[src/design/fie_pkg.sv]
`timescale 1ns / 1ps
`default_nettype none
// -----------------------------------------------------------------------------
// fie_pkg
// Shared types and constants for the three-input fuzzy inference pipeline.
// -----------------------------------------------------------------------------
package fie_pkg;

  localparam int INPUT_COUNT = 3;
  localparam int COMBOS      = 1 << INPUT_COUNT;
  localparam int MEMB_W      = 17;
  localparam logic [MEMB_W-1:0] MEMB_ONE = 17'h10000;
  localparam int LANE_LAT    = 20;
  localparam int RDIV_STAGES = 17;
  localparam int QDIV_STAGES = 16;
  localparam int MERGE_LAT   = QDIV_STAGES + 5;
  localparam int IDX_W       = 4;

  typedef logic [MEMB_W-1:0] memb_t;
  typedef memb_t memb_arr_t [INPUT_COUNT];
  typedef logic signed [15:0] cons_arr_t [COMBOS];

  // Segment of the S-curve that an input falls in
  typedef enum logic [1:0] {
    SEG_ZERO = 2'd0,
    SEG_ONE  = 2'd1,
    SEG_RISE = 2'd2,
    SEG_FALL = 2'd3
  } seg_t;

endpackage
`default_nettype wire

[src/design/fie_lane.sv]
`timescale 1ns / 1ps
`default_nettype none
// -----------------------------------------------------------------------------
// fie_lane
// Membership of one input: segment select, pipelined ratio divider (one
// quotient bit per stage), then two squaring stages.
// -----------------------------------------------------------------------------
module fie_lane (
  input  wire logic               clk,
  input  wire logic signed [15:0] x,
  input  wire logic [14:0]        knee,
  output fie_pkg::memb_t          memb
);
  import fie_pkg::*;

  seg_t        s0_seg;
  logic [14:0] s0_d;
  logic [14:0] s0_k;

  seg_t        div_seg  [RDIV_STAGES];
  logic [14:0] div_k    [RDIV_STAGES];
  logic [14:0] div_rem  [RDIV_STAGES];
  logic [16:0] div_quot [RDIV_STAGES];

  seg_t        sq_seg;
  logic [16:0] r2;
  logic [33:0] r_sq;
  logic [33:0] r2_sq;
  logic [15:0] half_r4;

  logic [16:0] two_k;
  logic [16:0] x_pos;
  seg_t        seg_c;
  logic [14:0] d_c;

  // Classify the input against the knee
  assign two_k = {1'b0, knee, 1'b0};
  assign x_pos = {2'b00, x[14:0]};
  always_comb begin
    d_c = x[14:0];
    if (x[15] || x == 16'sd0) begin
      seg_c = SEG_ZERO;
    end else if (knee == 15'd0 || x_pos > two_k) begin
      seg_c = SEG_ONE;
    end else if (x[14:0] <= knee) begin
      seg_c = SEG_RISE;
    end else begin
      seg_c = SEG_FALL;
      d_c   = 15'(two_k - x_pos);
    end
  end

  always_ff @(posedge clk) begin
    s0_seg <= seg_c;
    s0_d   <= d_c;
    s0_k   <= knee;
  end

  // Restoring divider for d * 2^16 / k, one quotient bit per stage
  for (genvar j = 0; j < RDIV_STAGES; j++) begin : g_div
    logic [15:0] trial;
    logic        ge;
    seg_t        seg_in;
    logic [14:0] k_in;
    logic [16:0] quot_in;
    if (j == 0) begin : g_first
      assign trial   = {1'b0, s0_d};
      assign seg_in  = s0_seg;
      assign k_in    = s0_k;
      assign quot_in = '0;
    end else begin : g_rest
      assign trial   = {div_rem[j-1], 1'b0};
      assign seg_in  = div_seg[j-1];
      assign k_in    = div_k[j-1];
      assign quot_in = div_quot[j-1];
    end
    assign ge = trial >= {1'b0, k_in};
    always_ff @(posedge clk) begin
      div_seg[j]  <= seg_in;
      div_k[j]    <= k_in;
      div_rem[j]  <= ge ? 15'(trial - {1'b0, k_in}) : trial[14:0];
      div_quot[j] <= {quot_in[15:0], ge};
    end
  end

  // Square the ratio, then square again
  assign r_sq  = div_quot[RDIV_STAGES-1] * div_quot[RDIV_STAGES-1];
  assign r2_sq = r2 * r2;
  assign half_r4 = r2_sq[32:17];

  always_ff @(posedge clk) begin
    r2     <= r_sq[32:16];
    sq_seg <= div_seg[RDIV_STAGES-1];
    unique case (sq_seg)
      SEG_ZERO: memb <= '0;
      SEG_ONE:  memb <= MEMB_ONE;
      SEG_RISE: memb <= {1'b0, half_r4};
      SEG_FALL: memb <= MEMB_ONE - {1'b0, half_r4};
      default:  memb <= '0;
    endcase
  end

endmodule
`default_nettype wire

[config.mk]
export PLATFORM = sky130hd
export DESIGN_NAME = fie_lane
export DESIGN_NICKNAME = d
export VERILOG_FILES = /design/src/design/fie_pkg.sv /design/src/design/fie_lane.sv
export SDC_FILE = /design/constraint.sdc
export NUM_CORES = 2
export LEC_CHECK = 0
export ABC_AREA = 1
export BUFFER_PORTS_ARGS = -buffer_cell sky130_fd_sc_hd__buf_2
export CAP_MARGIN = 20
export CELL_PAD_IN_SITES_DETAIL_PLACEMENT = 1
export CELL_PAD_IN_SITES_GLOBAL_PLACEMENT = 2
export CORE_MARGIN = 4
export CORE_UTILIZATION = 43
export CTS_CLUSTER_SIZE = 25
export DETAILED_ROUTE_END_ITERATION = 8
export GPL_ROUTABILITY_DRIVEN = 0
export PLACE_DENSITY = 0.83
export SYNTH_ARGS = -nofsm -noshare
export SYNTH_HDL_FRONTEND = slang
export SYNTH_SLANG_ARGS = --single-unit
[constraint.sdc]
create_clock -name clk -period 10.5 [get_ports clk]
set_clock_uncertainty 0.1 [all_clocks]
set_input_delay 1.05 -clock clk [delete_from_list [all_inputs] [get_ports clk]]
set_output_delay 1.05 -clock clk [all_outputs]
set_load 0.05 [all_outputs]
Word level (Yosys, flattened, before mapping)
Memory sizes are Yosys's and may differ from the RTL's. A register that Yosys moved wholly into a read port is not among the register bits.
Cells that the tools add are included.
- memory bits (read-only): 0
- bits in writable memories: 833
- bits in registers: 66
- bits in latches: 0
- memories: 4
- memory list (memory ; words ; bits a word ; rd ports ; clocked after Yosys merged registers in ; write ports ; line ; text):
    div_quot ; 17 ; 17 ; 17 ; 0 ; 17 ; fie_lane.sv:23 ; logic [16:0] div_quot [RDIV_STAGES];
    div_k ; 17 ; 15 ; 16 ; 0 ; 17 ; fie_lane.sv:21 ; logic [14:0] div_k [RDIV_STAGES];
    div_rem ; 17 ; 15 ; 16 ; 0 ; 17 ; fie_lane.sv:22 ; logic [14:0] div_rem [RDIV_STAGES];
    div_seg ; 17 ; 2 ; 17 ; 1 ; 17 ; fie_lane.sv:20 ; seg_t div_seg [RDIV_STAGES];
- multipliers: 2
- divide/modulo/power cells: 0
- bitwise operators: 0
- add/sub/neg operators: 19
- multiplexer cells: 23
- $lt $le $gt $ge: 19
- shifts and indexed selects: 0
- reductions and logical operators: 6
- equal/unequal tests: 3
- operator list (kind ; count):
    15-bit 2-to-1 mux ; 20
    15-bit subtractor ; 18
    16-bit by 15-bit >= comparator with 1-bit output ; 16
    17-bit one-hot mux with 4 select lines ; 1
    17-bit by 17-bit multiplier with 33-bit output ; 2
    17-bit by 16-bit subtractor with 17-bit output (first input constant) ; 1
    15-bit by 16-bit > comparator with 1-bit output ; 1
    16-bit logical NOT ; 1
    15-bit >= comparator ; 1
    15-bit less-or-equal comparator ; 1
    15-bit logical NOT ; 1
    2-bit == test (second input constant) ; 2
    2-bit by 1-bit == test with 1-bit output (second input constant) ; 1
    2-bit logical NOT ; 1
    1-bit logical OR ; 2
    1-bit 2-to-1 mux ; 2
    2-bit OR reduction ; 1

Depth between registers and ports, before layout
- depth after elaboration: 4
- gate-level depth with buffers: 35
- depth with buffers taken out: 33

Worst setup path before layout
Ideal clock, no wire load.
- path kind: register -> register
- start: reg r2[7]
- end: reg memb[14]
- period minus slack after synthesis: 6.160 ns
- library setup time: 0.113 ns
- arrival time: 5.947 ns
- cell stages (with the launch flop): 33
- buffers on the path: 2
- path slack: 4.340 ns
- cell sequence: dfxtp_1 -> clkbuf_1 -> clkbuf_1 -> nand2_1 -> fa_1 -> inv_1 -> fa_1 -> inv_1 -> fa_1 -> inv_1 -> fa_1 -> fa_1 -> inv_1 -> fa_1 -> inv_1 -> ha_1 -> nand2_1 -> nand2_1 -> nand2_1 -> nand2_1 -> o21bai_1 -> inv_1 -> nand2_1 -> nand2_1 -> and2_1 -> ha_1 -> nand3_1 -> nor2_2 -> nand2_1 -> inv_2 -> nand3_1 -> nand3_1 -> nand2_1
- word-level cells in the longest chain between the ends: 3
- ends and longest elaborated chain (element ; line ; text):
    from (decl) ; fie_lane.sv:26 ; logic [16:0] r2;
    from (signal assigned) ; fie_lane.sv:92 ; r2 <= r_sq[32:16];
    17-bit by 17-bit multiplier with 33-bit output * ; fie_lane.sv:88 ; assign r2_sq = r2 * r2;
    17-bit by 16-bit subtractor with 17-bit output ; fie_lane.sv:98 ; SEG_FALL: memb <= MEMB_ONE - {1'b0, half_r4};
    17-bit one-hot mux with 4 select lines * ; fie_lane.sv:94 ; unique case (sq_seg)
    to (signal assigned) ; fie_lane.sv:97 ; SEG_RISE: memb <= {1'b0, half_r4};
    to (signal assigned) ; fie_lane.sv:98 ;
    to (decl) ; fie_lane.sv:12 ; output fie_pkg::memb_t memb
Mark *: on every way between the ends. The rest lies on a longest branch, timed or not.
A chain may end at the register's enable or synchronous reset.

Worst setup path after layout
- start: reg r2[11]
- end: reg memb[14]
Same word-level chain as after synthesis.

==> results.sh <==
export IMPL_outcome="finished, final reports clean"
export IMPL_slew_violations=0
export IMPL_drive_above_1_share_pct=4.84
export IMPL_wire_per_inst_um=16.2
export IMPL_cp_arrival_ns=7.30
export IMPL_start_kind="flip-flop"
export IMPL_dr_pass1_iters=5
export IMPL_grt_pass1_wl_um=195000
export IMPL_relSlewSlack_pct=33.2
export IMPL_final_setup_viol_count=0
export IMPL_ys_seq_elements=735
export IMPL_worstMarginPinSlew_ns=1.00
export IMPL_ant_nets=0
export IMPL_wirelength_um=115000
export IMPL_tns_ns=0
export IMPL_fin_crit_sh_pct=65.5
export IMPL_via_per_inst=4.87
export IMPL_drt_iter0_drc=1068
export IMPL_cts_sinks=735
export IMPL_clock_latency_ns=0.65
export IMPL_ctsHoldBuffers=0
export IMPL_htreeDepth=3
export IMPL_yosysMostFrequentCell="inv_1"
export IMPL_ys_warn_count=0
export IMPL_grt_pass1_vias=38400
export IMPL_post_cts_resized=0
export IMPL_die_h_um=339
export IMPL_grt_overflow=0
export IMPL_detailed_place_area_um2=48700
export IMPL_finalInstanceArea_um2=51600
export IMPL_holdCritPathClass="reg -> reg"
export IMPL_fmax_mhz=145
export IMPL_die_area_um2=115000
export IMPL_synth_area_leader_cell="dfxtp_1"
export IMPL_clockBufferDepth=3
export IMPL_core_um2=109000
export IMPL_ys_async_sr_fraction_pct=0
export IMPL_cts_setup_buffers=0
export IMPL_drc=0
export IMPL_clock_root_buffer="clkbuf_16"
export IMPL_vias=34600
export IMPL_netlist_area_um2=47100
export IMPL_worstPathRequired_ns=10.93
export IMPL_hold_violations=0
export IMPL_track_usage_pct=20.5
export IMPL_syn_to_final_growth_pct=9.45
export IMPL_avgSynthCellArea_um2=8.42
export IMPL_numPortBuffers=48
export IMPL_place_hpwl_um=93900
export IMPL_nets=6550
export IMPL_ios=49
export IMPL_synthDistinctLibCells=59
export IMPL_end_kind="flip-flop"
export IMPL_holdWs_ns=0.213
export IMPL_syn_num_nets=6523
export IMPL_synth_edff_count=0
export IMPL_synth_common_cells="inv_1 (1,176), nand2_1 (880), dfxtp_1 (735), a21oi_1 (511), ha_1 (503)"
export IMPL_initial_core_util_pct=43.3
export IMPL_rsz0062_at_grt="no"
export IMPL_worstPathMaxFanout=17
export IMPL_antenna_found_initial=1
export IMPL_ys_seq_area_share_pct=31.2
export IMPL_cts_tree="yes"
export IMPL_grt_max_degree=32
export IMPL_synth_area_leaders="dfxtp_1 (31%), fa_1 (17%), ha_1 (13%)"
export IMPL_period_minus_slack_ns=6.88
export IMPL_postSynthCellCount=5593
export IMPL_cap_violations=0
export IMPL_yosys_area_top_type_share_pct=31.2
export IMPL_rows=121
export IMPL_critPathKind="reg -> reg"
export IMPL_fin_util_pct=47.4
export IMPL_synth_flop_cell="dfxtp_1"
export IMPL_path_clk_slew_ns=0.06
export IMPL_die_x_um=339
export IMPL_cts_made_buffers=80
## stage by stage
stage | worst slack, ns | instances
4_1_cts | 3.56 | 7091
5_1_grt | 3.12 | 7095
3_5_place_dp | 3.60 | 6948
6_report | 3.62 | 7096
2_1_floorplan | 4.34 | 5593
3_3_place_gp | 3.74 | 6946
## logic make-up (layout without fill, tap and decap cells)
group	Yosys count	after routing	synth area share (%)
AND/OR/NAND/NOR	1605	1605	14.3
buffers and inverters	1302	1390	10.5
adder cells (fa/ha/maj)	898	898	30.1
AO/OA/AOI/OAI	820	820	9.53
flip-flops	735	735	31.2
XOR/XNOR	233	233	4.35
other	0	1	0
## registers in the layout (all words and copies together) (netlist names)
name,count
g_div.seg_in,2
s0_d,15
sq_seg,2
r2,17
g_div.k_in,15
div_quot,153
div_rem,240
div_seg,34
memb,17
div_k,240
## layout make-up
class / count / area (um^2)
fill: 12900 / 57300
multi-input combinational: 3556 / 27500
sequential: 735 / 14700
inverter: 1184 / 4440
clock buffer: 109 / 2260
tap: 1414 / 1770
clock inverter: 34 / 497
timing repair buffer: 63 / 410
antenna: 1 / 2.50
## path summary, 6_finish.rpt
kind	from	endpoint	slack, ns	cells past startpoint
max	r2[11]	memb[14]	3.62	26
max reg2reg	r2[11]	memb[14]	3.62	26
min reg2reg	div_quot[0][257]	div_quot[0][275]	0.21	0
min	div_quot[0][257]	div_quot[0][275]	0.21	0
## worst max-delay path: stages, from the launching register on
cell	delay, ns
dfxtp_1	0.87
nand2_1	0.26
fa_1	0.60
inv_1	0.06
fa_1	0.56
fa_1	0.44
fa_1	0.49
fa_1	0.51
inv_1	0.06
fa_1	0.52
inv_1	0.05
ha_1	0.35
a21oi_1	0.25
nand2_1	0.11
o21bai_1	0.18
inv_1	0.09
nand2_1	0.06
nand2_1	0.11
and2_1	0.17
ha_1	0.17
nand3_1	0.12
nor2_2	0.21
nand2_1	0.13
inv_2	0.09
nand3_1	0.07
nand3_1	0.08
nand2_1	0.05
## routing by layer
| metal | track usage [%] | vias to the layer above | routed length (um) |
|---|---|---|---|
| met5 | 0 | - | 0 |
| met4 | 4.57 | 0 | 2380 |
| met3 | 2.68 | 127 | 2800 |
| met2 | 36.7 | 264 | 57200 |
| met1 | 26.3 | 16800 | 52900 |
| li1 | - | 17400 | - |
## layout by cell type, fill, tap and decap left out, types with 12 or more instances in the layout
| cell type | n |
|---|---|
| o21ai_0 | 142 |
| nand2_2 | 25 |
| nand2_1 | 880 |
| dfxtp_1 | 735 |
| a21o_1 | 13 |
| a31oi_1 | 28 |
| nor2_1 | 394 |
| inv_1 | 1176 |
| xor2_1 | 115 |
| a21oi_1 | 511 |
| o21bai_1 | 12 |
| o21ai_1 | 22 |
| clkbuf_1 | 14 |
| nor2_2 | 12 |
| nor3_1 | 60 |
| fa_1 | 395 |
| clkbuf_8 | 15 |
| a21boi_0 | 12 |
| nor4_1 | 18 |
| nand3_1 | 141 |
| buf_2 | 48 |
| o31ai_1 | 20 |
| xnor2_1 | 117 |
| clkbuf_16 | 80 |
| nand4_1 | 25 |
| ha_1 | 503 |
Power is left out: the tool's default activity adds up to more than one toggle a clock period on the data nets, which glitch-free logic cannot reach.
